===== src/rtl/core/sblt_pkg.sv =====
// ----------------------------------------------------------------------------
// sblt_pkg
// Beat types, band table and state codes of the band level tracker.
// ----------------------------------------------------------------------------
`default_nettype none

package sblt_pkg;

  // Field widths of the beats
  localparam int BIN_W   = 10;
  localparam int MAG_W   = 40;
  localparam int BAND_W  = 4;
  localparam int LEVEL_W = 17;
  localparam int DECAY_W = 16;

  // Q0.16 scaling and product layout
  localparam int Q_FRAC     = 16;
  localparam int CUBE_SHIFT = 32;
  localparam int SQ_W       = 2 * LEVEL_W;
  localparam int CUBE_W     = 3 * LEVEL_W;
  localparam int DPROD_W    = LEVEL_W + DECAY_W;

  // Decay factor after reset, about 0.96 in Q0.16
  localparam logic [DECAY_W-1:0] DECAY_RESET = 16'd62915;

  // Band edges, inclusive; unused slots are empty (low above high)
  localparam int MAX_BANDS = 16;
  localparam logic [BIN_W-1:0] BAND_LO [MAX_BANDS] = '{
    10'd1, 10'd4, 10'd6, 10'd10, 10'd17, 10'd30, 10'd55, 10'd99, 10'd181,
    10'd1, 10'd1, 10'd1, 10'd1, 10'd1, 10'd1, 10'd1
  };
  localparam logic [BIN_W-1:0] BAND_HI [MAX_BANDS] = '{
    10'd3, 10'd5, 10'd9, 10'd16, 10'd29, 10'd54, 10'd98, 10'd180, 10'd512,
    10'd0, 10'd0, 10'd0, 10'd0, 10'd0, 10'd0, 10'd0
  };

  // Input beat: one magnitude bin
  typedef struct packed {
    logic [BIN_W-1:0] bin;
    logic [MAG_W-1:0] magnitude;
    logic             frame_end;
  } in_item_t;

  // Result beat: one held band level
  typedef struct packed {
    logic [BAND_W-1:0]  band;
    logic [LEVEL_W-1:0] level;
    logic               last;
  } res_item_t;

  // Frame sequencer states
  typedef enum logic [3:0] {
    ST_IDLE,
    ST_FOLD,
    ST_MAX,
    ST_RD,
    ST_DIVGO,
    ST_DIV,
    ST_CUBE,
    ST_SHAPE,
    ST_UPD
  } sblt_state_e;

endpackage

`default_nettype wire


===== src/rtl/core/spectrum_band_level_tracker_core.sv =====
// ----------------------------------------------------------------------------
// spectrum_band_level_tracker_core
// Per-band peak hold over magnitude bins with cubic shaping and level decay.
// ----------------------------------------------------------------------------
// While busy is low the core takes one bin beat per clock and folds it into
// the peak of its band in the peak memory (read, compare, write back, with a
// forward path for back-to-back bins of one band). A beat with frame_end
// raises busy for the fold state, a sweep of the peak memory for the largest
// peak, then a pass per band through the 17-step restoring divider, two
// multiplier stages and the read-modify-write of the held level memory.
// Results come out one band per pass, each with res_strobe_o high for a
// single cycle; the receiver cannot stall them and must take each beat as
// it comes.
// Both memories start as all zero after reset through per-entry valid bits,
// so no clearing pass is needed; the peaks are cleared the same way at the
// end of every frame.
// ----------------------------------------------------------------------------
`default_nettype none

module spectrum_band_level_tracker_core
  import sblt_pkg::*;
#(
  parameter int NUM_BANDS = 9,
  parameter int BIN_COUNT = 1024,
  parameter int MAG_BITS  = 40
) (
  input  logic               clk_i,
  input  logic               rst_ni,
  input  logic               cfg_we_i,
  input  logic [DECAY_W-1:0] cfg_wdata_i,
  input  logic               start,
  output logic               busy,
  input  in_item_t           item_i,
  output logic               res_strobe_o,
  output res_item_t          res_o
);

  localparam int PEAK_W = (MAG_BITS < MAG_W) ? MAG_BITS : MAG_W;
  localparam int IDX_W  = (NUM_BANDS > 1) ? $clog2(NUM_BANDS) : 1;
  localparam int CNT_W  = $clog2(NUM_BANDS + 1);
  localparam logic [IDX_W-1:0] LAST_IDX = IDX_W'(NUM_BANDS - 1);
  localparam logic [CNT_W-1:0] NB_CNT   = CNT_W'(NUM_BANDS);

  // --------------------------------------------------------------------------
  // Declarations
  // --------------------------------------------------------------------------
  sblt_state_e state_q, state_d;

  logic [DECAY_W-1:0] decay_q;

  logic             in_accept;
  logic             in_hit;
  logic [IDX_W-1:0] in_band;
  logic             in_range;

  logic              s1_vld_q;
  logic [IDX_W-1:0]  s1_band_q;
  logic [PEAK_W-1:0] s1_mag_q;

  logic [PEAK_W-1:0]    peak_mem [NUM_BANDS];
  logic [NUM_BANDS-1:0] peak_vld_q;
  logic [PEAK_W-1:0]    peak_rdata_q;
  logic                 peak_rvld_q;
  logic                 peak_re;
  logic [IDX_W-1:0]     peak_raddr;
  logic                 peak_we;
  logic [PEAK_W-1:0]    peak_wdata;
  logic                 peak_clr;
  logic [PEAK_W-1:0]    peak_old;
  logic [PEAK_W-1:0]    peak_cur;

  logic              fwd_vld_q;
  logic [IDX_W-1:0]  fwd_band_q;
  logic [PEAK_W-1:0] fwd_val_q;

  logic [LEVEL_W-1:0]   held_mem [NUM_BANDS];
  logic [NUM_BANDS-1:0] held_vld_q;
  logic [LEVEL_W-1:0]   held_rdata_q;
  logic                 held_rvld_q;
  logic                 held_re;
  logic                 held_we;
  logic [LEVEL_W-1:0]   held_cur;
  logic [LEVEL_W-1:0]   held_new;

  logic [CNT_W-1:0]  cnt_q, cnt_d;
  logic [IDX_W-1:0]  band_idx_q, band_idx_d;
  logic [PEAK_W-1:0] top_q, top_d;
  logic              band_last;

  logic               div_start;
  logic               div_done;
  logic [LEVEL_W-1:0] quo;

  logic [SQ_W-1:0]    sq_q;
  logic [CUBE_W-1:0]  cube_prod;
  logic [LEVEL_W-1:0] cube_q;
  logic [DPROD_W-1:0] decay_prod;

  logic      res_strobe_q;
  res_item_t res_q;

  // --------------------------------------------------------------------------
  // Configuration register
  // --------------------------------------------------------------------------
  always_ff @(posedge clk_i or negedge rst_ni) begin
    if (!rst_ni) begin
      decay_q <= DECAY_RESET;
    end else if (cfg_we_i) begin
      decay_q <= cfg_wdata_i;
    end
  end

  // --------------------------------------------------------------------------
  // Band lookup of the incoming bin
  // --------------------------------------------------------------------------
  assign in_accept = start && !busy;
  assign in_range  = 32'(item_i.bin) < BIN_COUNT;

  always_comb begin
    in_hit  = 1'b0;
    in_band = '0;
    for (int b = 0; b < NUM_BANDS; b++) begin
      if (in_range && (item_i.bin >= BAND_LO[b]) && (item_i.bin <= BAND_HI[b])) begin
        in_hit  = 1'b1;
        in_band = IDX_W'(b);
      end
    end
  end

  // Hold the bin beat while its peak is read
  always_ff @(posedge clk_i or negedge rst_ni) begin
    if (!rst_ni) begin
      s1_vld_q <= 1'b0;
    end else begin
      s1_vld_q <= in_accept && in_hit;
    end
  end

  always_ff @(posedge clk_i) begin
    if (in_accept) begin
      s1_band_q <= in_band;
      s1_mag_q  <= item_i.magnitude[PEAK_W-1:0];
    end
  end

  // --------------------------------------------------------------------------
  // Peak fold: forward the last write when the same band follows directly
  // --------------------------------------------------------------------------
  assign peak_cur = peak_rvld_q ? peak_rdata_q : '0;

  always_comb begin
    if (fwd_vld_q && (fwd_band_q == s1_band_q)) begin
      peak_old = fwd_val_q;
    end else begin
      peak_old = peak_cur;
    end
    peak_wdata = (s1_mag_q > peak_old) ? s1_mag_q : peak_old;
    peak_we    = s1_vld_q;
  end

  always_ff @(posedge clk_i or negedge rst_ni) begin
    if (!rst_ni) begin
      fwd_vld_q <= 1'b0;
    end else begin
      fwd_vld_q <= peak_we;
    end
  end

  always_ff @(posedge clk_i) begin
    if (peak_we) begin
      fwd_band_q <= s1_band_q;
      fwd_val_q  <= peak_wdata;
    end
  end

  // --------------------------------------------------------------------------
  // Peak memory with per-entry valid bits
  // --------------------------------------------------------------------------
  always_ff @(posedge clk_i) begin
    if (peak_we) begin
      peak_mem[s1_band_q] <= peak_wdata;
    end
    if (peak_re) begin
      peak_rdata_q <= peak_mem[peak_raddr];
    end
  end

  always_ff @(posedge clk_i or negedge rst_ni) begin
    if (!rst_ni) begin
      peak_vld_q  <= '0;
      peak_rvld_q <= 1'b0;
    end else begin
      if (peak_clr) begin
        peak_vld_q <= '0;
      end else if (peak_we) begin
        peak_vld_q[s1_band_q] <= 1'b1;
      end
      if (peak_re) begin
        peak_rvld_q <= peak_vld_q[peak_raddr];
      end
    end
  end

  // --------------------------------------------------------------------------
  // Held level memory with per-entry valid bits
  // --------------------------------------------------------------------------
  assign held_cur = held_rvld_q ? held_rdata_q : '0;

  always_ff @(posedge clk_i) begin
    if (held_we) begin
      held_mem[band_idx_q] <= held_new;
    end
    if (held_re) begin
      held_rdata_q <= held_mem[band_idx_q];
    end
  end

  always_ff @(posedge clk_i or negedge rst_ni) begin
    if (!rst_ni) begin
      held_vld_q  <= '0;
      held_rvld_q <= 1'b0;
    end else begin
      if (held_we) begin
        held_vld_q[band_idx_q] <= 1'b1;
      end
      if (held_re) begin
        held_rvld_q <= held_vld_q[band_idx_q];
      end
    end
  end

  // --------------------------------------------------------------------------
  // Frame sequencer: next state
  // --------------------------------------------------------------------------
  assign band_last = band_idx_q == LAST_IDX;

  always_comb begin
    state_d = state_q;
    case (state_q)
      ST_IDLE: begin
        if (in_accept && item_i.frame_end) begin
          state_d = ST_FOLD;
        end
      end
      ST_FOLD: begin
        state_d = ST_MAX;
      end
      ST_MAX: begin
        if (cnt_q == NB_CNT) begin
          state_d = ST_RD;
        end
      end
      ST_RD: begin
        state_d = ST_DIVGO;
      end
      ST_DIVGO: begin
        state_d = ST_DIV;
      end
      ST_DIV: begin
        if (div_done) begin
          state_d = ST_CUBE;
        end
      end
      ST_CUBE: begin
        state_d = ST_SHAPE;
      end
      ST_SHAPE: begin
        state_d = ST_UPD;
      end
      ST_UPD: begin
        state_d = band_last ? ST_IDLE : ST_RD;
      end
      default: begin
        state_d = ST_IDLE;
      end
    endcase
  end

  // --------------------------------------------------------------------------
  // Frame sequencer: outputs and counters
  // --------------------------------------------------------------------------
  always_comb begin
    busy       = 1'b1;
    peak_re    = 1'b0;
    peak_raddr = band_idx_q;
    peak_clr   = 1'b0;
    held_re    = 1'b0;
    held_we    = 1'b0;
    div_start  = 1'b0;
    cnt_d      = cnt_q;
    band_idx_d = band_idx_q;
    top_d      = top_q;
    case (state_q)
      ST_IDLE: begin
        busy       = 1'b0;
        peak_re    = in_accept && in_hit;
        peak_raddr = in_band;
      end
      ST_FOLD: begin
        cnt_d = '0;
        top_d = PEAK_W'(1);
      end
      ST_MAX: begin
        // issue one read a cycle, compare the one that came back
        cnt_d = cnt_q + CNT_W'(1);
        if (cnt_q != NB_CNT) begin
          peak_re    = 1'b1;
          peak_raddr = cnt_q[IDX_W-1:0];
        end
        if ((cnt_q != '0) && (peak_cur > top_q)) begin
          top_d = peak_cur;
        end
        band_idx_d = '0;
      end
      ST_RD: begin
        peak_re = 1'b1;
        held_re = 1'b1;
      end
      ST_DIVGO: begin
        div_start = 1'b1;
      end
      ST_UPD: begin
        held_we    = 1'b1;
        peak_clr   = band_last;
        band_idx_d = band_idx_q + IDX_W'(1);
      end
      default: begin
        busy = 1'b1;
      end
    endcase
  end

  always_ff @(posedge clk_i or negedge rst_ni) begin
    if (!rst_ni) begin
      state_q    <= ST_IDLE;
      cnt_q      <= '0;
      band_idx_q <= '0;
    end else begin
      state_q    <= state_d;
      cnt_q      <= cnt_d;
      band_idx_q <= band_idx_d;
    end
  end

  always_ff @(posedge clk_i) begin
    top_q <= top_d;
  end

  // --------------------------------------------------------------------------
  // Normalize: peak * 2^16 / top
  // --------------------------------------------------------------------------
  sblt_div #(
    .W (PEAK_W)
  ) u_div (
    .clk_i      (clk_i),
    .rst_ni     (rst_ni),
    .start_i    (div_start),
    .dividend_i (peak_cur),
    .divisor_i  (top_q),
    .done_o     (div_done),
    .quo_o      (quo)
  );

  // --------------------------------------------------------------------------
  // Cube in two multiplier stages, then decay or take the new level
  // --------------------------------------------------------------------------
  assign cube_prod  = CUBE_W'(sq_q) * CUBE_W'(quo);
  assign decay_prod = DPROD_W'(held_cur) * DPROD_W'(decay_q);
  assign held_new   = (held_cur > cube_q) ? decay_prod[Q_FRAC +: LEVEL_W] : cube_q;

  always_ff @(posedge clk_i) begin
    if (state_q == ST_CUBE) begin
      sq_q <= SQ_W'(quo) * SQ_W'(quo);
    end
    if (state_q == ST_SHAPE) begin
      cube_q <= cube_prod[CUBE_SHIFT +: LEVEL_W];
    end
  end

  // --------------------------------------------------------------------------
  // Result beat register
  // --------------------------------------------------------------------------
  always_ff @(posedge clk_i or negedge rst_ni) begin
    if (!rst_ni) begin
      res_strobe_q <= 1'b0;
    end else begin
      res_strobe_q <= held_we;
    end
  end

  always_ff @(posedge clk_i) begin
    if (held_we) begin
      res_q.band  <= BAND_W'(band_idx_q);
      res_q.level <= held_new;
      res_q.last  <= band_last;
    end
  end

  assign res_strobe_o = res_strobe_q;
  assign res_o        = res_q;

endmodule

`default_nettype wire


===== src/rtl/core/sblt_div.sv =====
// ----------------------------------------------------------------------------
// sblt_div
// Restoring divider for peak * 2^16 / top with peak <= top, one bit a cycle.
// ----------------------------------------------------------------------------
`default_nettype none

module sblt_div
  import sblt_pkg::*;
#(
  parameter int W = 40
) (
  input  logic               clk_i,
  input  logic               rst_ni,
  input  logic               start_i,
  input  logic [W-1:0]       dividend_i,
  input  logic [W-1:0]       divisor_i,
  output logic               done_o,
  output logic [LEVEL_W-1:0] quo_o
);

  localparam int CNT_W = $clog2(LEVEL_W + 1);
  localparam logic [CNT_W-1:0] STEPS = CNT_W'(LEVEL_W);

  logic [W:0]         rem_q;
  logic [W-1:0]       div_q;
  logic [LEVEL_W-1:0] quo_q;
  logic [CNT_W-1:0]   cnt_q;
  logic               run_q;
  logic               first_q;
  logic               done_q;

  logic [W:0] trial;
  logic [W:0] rem_d;
  logic       ge;

  // One quotient bit: the first step takes the peak as is, later ones shift
  always_comb begin
    trial = first_q ? rem_q : {rem_q[W-1:0], 1'b0};
    ge    = trial >= {1'b0, div_q};
    rem_d = ge ? (trial - {1'b0, div_q}) : trial;
  end

  // Step control
  always_ff @(posedge clk_i or negedge rst_ni) begin
    if (!rst_ni) begin
      run_q   <= 1'b0;
      cnt_q   <= '0;
      first_q <= 1'b0;
      done_q  <= 1'b0;
    end else begin
      done_q <= 1'b0;
      if (start_i) begin
        run_q   <= 1'b1;
        cnt_q   <= STEPS;
        first_q <= 1'b1;
      end else if (run_q) begin
        first_q <= 1'b0;
        cnt_q   <= cnt_q - CNT_W'(1);
        if (cnt_q == CNT_W'(1)) begin
          run_q  <= 1'b0;
          done_q <= 1'b1;
        end
      end
    end
  end

  // Remainder and quotient
  always_ff @(posedge clk_i) begin
    if (start_i) begin
      rem_q <= {1'b0, dividend_i};
      div_q <= divisor_i;
      quo_q <= '0;
    end else if (run_q) begin
      rem_q <= rem_d;
      quo_q <= {quo_q[LEVEL_W-2:0], ge};
    end
  end

  assign done_o = done_q;
  assign quo_o  = quo_q;

endmodule

`default_nettype wire


===== config.mk =====
export PLATFORM = sky130hd
export DESIGN_NAME = spectrum_band_level_tracker_core
export DESIGN_NICKNAME = d
export VERILOG_FILES = /design/src/rtl/core/sblt_pkg.sv /design/src/rtl/core/spectrum_band_level_tracker_core.sv /design/src/rtl/core/sblt_div.sv
export SDC_FILE = /design/constraint.sdc
export NUM_CORES = 2
export LEC_CHECK = 0
export BUFFER_PORTS_ARGS = -buffer_cell sky130_fd_sc_hd__buf_2
export CORE_ASPECT_RATIO = 0.6
export CORE_MARGIN = 4
export CORE_UTILIZATION = 50
export DETAILED_ROUTE_END_ITERATION = 7
export PLACE_DENSITY = 0.68
export SLEW_MARGIN = 20
export SYNTH_ARGS = -nofsm -noshare
export SYNTH_HDL_FRONTEND = slang
export SYNTH_SLANG_ARGS = --single-unit

===== constraint.sdc =====
create_clock -name clk_i -period 11.37 [get_ports clk_i]
set_clock_uncertainty 0.05 [all_clocks]
set_input_delay 0.5685 -clock clk_i [delete_from_list [all_inputs] [get_ports clk_i]]
set_output_delay 0.5685 -clock clk_i [all_outputs]
set_load 0.005 [all_outputs]

==> run_results.csv <==
group,metric,value,unit
run_status,status,"finished, final reports clean",
yosys,synth_edf_count,850,
layout,fillers,12700,
yosys,synth_top_family_by_area,"adder cells",
pwr,power_switching,1.50,mW
routing,drt_iter0_markers,5281,
yosys,synth_seq_cells,927,
clock_network,cts.repair.resized,0,
die,die_w,508,um
yosys,synth-xor-area-share,1.27,%
worst_setup_path,start_kind,"flop",
yosys,ys_warn_count,0,
layout,layout_common_cells,"inv_1, fa_1, edfxtp_1",
layout,syn2layout_area_growth,7.73,%
worst_setup_path,cp_slowest_stage_delay,1.03,ns
routing,avgViaCountPerCell,5.63,
worst_setup_path,rrSetupSlack,2.56,ns
worst_setup_path,cp-end-kind,"flop",
layout,drive_gt1_share,7.59,%
global_routing,grt_pass1_wl,308000,um
pwr,power_density,84.8,mW/mm2
timing,period_needed,8.82,ns
yosys,synth_cells,6887,
pwr,clock_power_share,44.9,%
yosys,ys_seq_area_share,36.4,%
clock_network,hold_buffers,34,
pwr,p_seq_share,54.1,%
yosys,synth_flop_cell,"edfxtp_1",
routing,drt_pass1_iterations,8,
placed_design,place_ws,2.78,ns
layout,fin_nets,8278,
routing,drcViolationCount,0,
worst_setup_path,crit_fanout,68,
clock_network,clock_path_buffers,3,
pwr,leakage,36.7,nW
clock_network,cts_root_buf,"clkbuf_16",
die,dieArea,0.157,mm2
yosys,synthArstFlopShare,6.36,%
timing,fmax,0.113,GHz
timing,slew_headroom,23.5,%
timing,slew_viol_final,0,
clock_network,cts-htree-levels,3,
routing,wl_per_cell,22.5,um
worst_hold_path,hold_depth,2,
worst_setup_path,path_buf_inv,5,
pwr,combPwrFrac,1.0,%
pwr,swShare,21.8,%
global_routing,grt-ovfl-total,0,
die,pin_count,95,
layout,final_core_util,54.6,%
timing,tns,0,ns
die,core,0.148,mm2
yosys,netlist_area,0.0751,mm2
routing,ant_nets,0,
placed_design,place_congestion,0.917,
worst_setup_path,cp_common_cell,"fa_1",
worst_setup_path,critPathKind,"flop to flop",
worst_setup_path,cp.arrival,9.13,ns
global_routing,first_global_vias,50900,
timing,min_period_over_period,77.5,%
yosys,synthSimpleGateAreaFrac,11.4,%
worst_setup_path,reg2reg_to,"held_mem[0][15]",
timing,fin_hold_ws,0.0759,ns
run,cap_viol_max_count,0,
placed_design,dp.final_hpwl,144000,um
yosys,synth_compound_area_share,5.97,%
clock_network,cts_buffers,89,
clock_network,clk_latency,0.72,ns
worst_setup_path,worst-path-stages,24,
timing,hold_viol,0,
timing,setup_viol,0,
worst_hold_path,worstHoldStart,"cfg_wdata_i[9]",
yosys,synth_cell_types,86,
timing,rsz0062_at_grt,"false",
worst_setup_path,path_cells,"and2_1, nand2_1, fa_1, inv_1, fa_1, inv_1, fa_1, inv_1, fa_1, fa_1, inv_1, fa_1, inv_1, ha_1, a211oi_1, o21ai_0, a211o_1, o211ai_1, o21ai_1, o41ai_2, o21bai_1, a31oi_1, xor2_1, mux2i_1",
worst_hold_path,min-delay-path-class,"input port to flop",
die,die_h,308,um
worst_hold_path,min_to,"decay_q[9]",
worst_setup_path,crit_slowest_cell,"dfrtp_2",
clock_network,path_clk_slew,0.07,ns
global_routing,gr-usage-all-layers,25.9,%
pwr,vdd_drop_max,0.128,mV
worst_setup_path,reg2reg_depth,24,
global_routing,grt_antenna_before_repair,15,
clock_network,post_cts_buffers,0,
placed_design,io_buffers,94,
timing,fin_ws,2.56,ns
yosys,synthAdderAreaFrac,31.1,%
clock_network,clock-sinks,927,
worst_setup_path,critPathRequiredTime,11.69,ns
timing,max_slew.worst_pin.slew,1.14,ns
yosys,synthMuxAreaShare,5.69,%
routing,routed_wl,201000,um
yosys,syn_area_per_cell,10.9,um2
pwr,intPower,5.37,mW
layout,layout_commonest_cell,"inv_1",
worst_setup_path,r2r-start,"held_rvld_q",
die,rows,109,
die,initial_core_util,50.7,%
clock_network,cts_tree,"yes",
worst_setup_path,cpLargestDelayFamily,"adder cells",
global_routing,grt_max_degree,105,
routing,vias,50400,
[per-stage QoR]
| stage | instance area, um2 | instances | power, mW |
|---|---|---|---|
| 6_report | 80900 | 8944 | 6.86 |
| 5_1_grt | 80900 | 8943 | 7.06 |
| 4_1_cts | 80900 | 8939 | 6.91 |
| 3_5_place_dp | 77500 | 8738 | 3.84 |
| 3_3_place_gp | 77500 | 8738 | 3.84 |
| 2_1_floorplan | 75100 | 6894 | 3.79 |
[registers in the layout (all words and copies together), names as in the netlist, 5 cells and up]
name          flops
u_div.rem_q      41
fwd_val_q        40
res_o            22
decay_q          16
s1_mag_q         40
peak_vld_q        9
sq_q             33
peak_rdata_q     40
held_vld_q        9
u_div.cnt_q       5
u_div.div_q      40
peak_mem        360
top_q            40
held_rdata_q     17
cube_q           17
u_div.quo_o      17
held_mem        153
[how the worst max path moves through the flow]
| stage | startpoint | end | slack, ns |
|---|---|---|---|
| 2_1_floorplan | decay_q[8] | held_mem[0][16] | 4.30 |
| 3_3_place_gp | held_rvld_q | held_mem[2][16] | 2.81 |
| 3_5_place_dp | held_rvld_q | res_o[16] | 2.78 |
| 4_1_cts | held_rvld_q | held_mem[6][15] | 2.73 |
| 5_1_grt | held_rvld_q | held_mem[7][16] | 2.14 |
| 6_report | held_rvld_q | held_mem[0][15] | 2.56 |
[per-layer routing]
layer / wire length (um) / share of wire (%) / global-route usage (%) / vias to the layer above
li1: - / - / - / 22300
met1: 90800 / 45 / 39.9 / 25400
met2: 80100 / 40 / 35.2 / 2416
met3: 25000 / 12 / 8.32 / 246
met4: 4940 / 2.5 / 6.38 / 4
met5: 128 / 0.064 / 0.543 / -
[cells in the mapped netlist (all sizes together), types with 72 or more instances]
cell / number / area (um2)
fa: 870 / 17400
inv: 1269 / 4760
and2: 279 / 1750
nand3: 74 / 370
xnor2: 72 / 631
nor2: 320 / 1200
o21ai: 132 / 661
and3: 139 / 870
ha: 472 / 5910
mux2: 142 / 1700
edfxtp: 850 / 25500
a21o: 76 / 571
a21oi: 263 / 1320
mux2i: 178 / 1780
clkbuf: 275 / 1030
nand2: 825 / 3100
[logic make-up (layout without fill, tap and decap cells)]
| family | Yosys count | after routing |
|---|---|---|
| compound gates | 713 | 713 |
| xor+xnor | 109 | 109 |
| fa+ha+maj | 1342 | 1342 |
| buf+inv | 1593 | 1640 |
| flops | 927 | 927 |
| mux | 355 | 355 |
| other cells | 2 | 14 |
| simple gates | 1846 | 1846 |
[power groups by stage]
| stage | sequential (mW) | clock (mW) | combinational (mW) |
|---|---|---|---|
| after floorplan | 3.76 | 0 | 0.0359 |
| final | 3.72 | 3.08 | 0.0662 |
| after global placement | 3.79 | 0 | 0.0566 |
| after detailed placement | 3.79 | 0 | 0.0569 |
| after CTS | 3.71 | 3.13 | 0.0668 |
| after global routing | 3.71 | 3.27 | 0.0714 |
[cell type report]
type / count / area, um2 / share of cell area, %
multi-input combinational: 4374 / 41900 / 51.7
sequential: 927 / 27400 / 33.9
inverter: 1269 / 4760 / 5.89
tap: 1998 / 2500 / 3.09
clock buffer: 104 / 2280 / 2.82
timing repair buffer: 204 / 1400 / 1.73
clock inverter: 63 / 711 / 0.878
antenna: 5 / 12.5 / 0.0155
(Power assumes the default switching activity.)
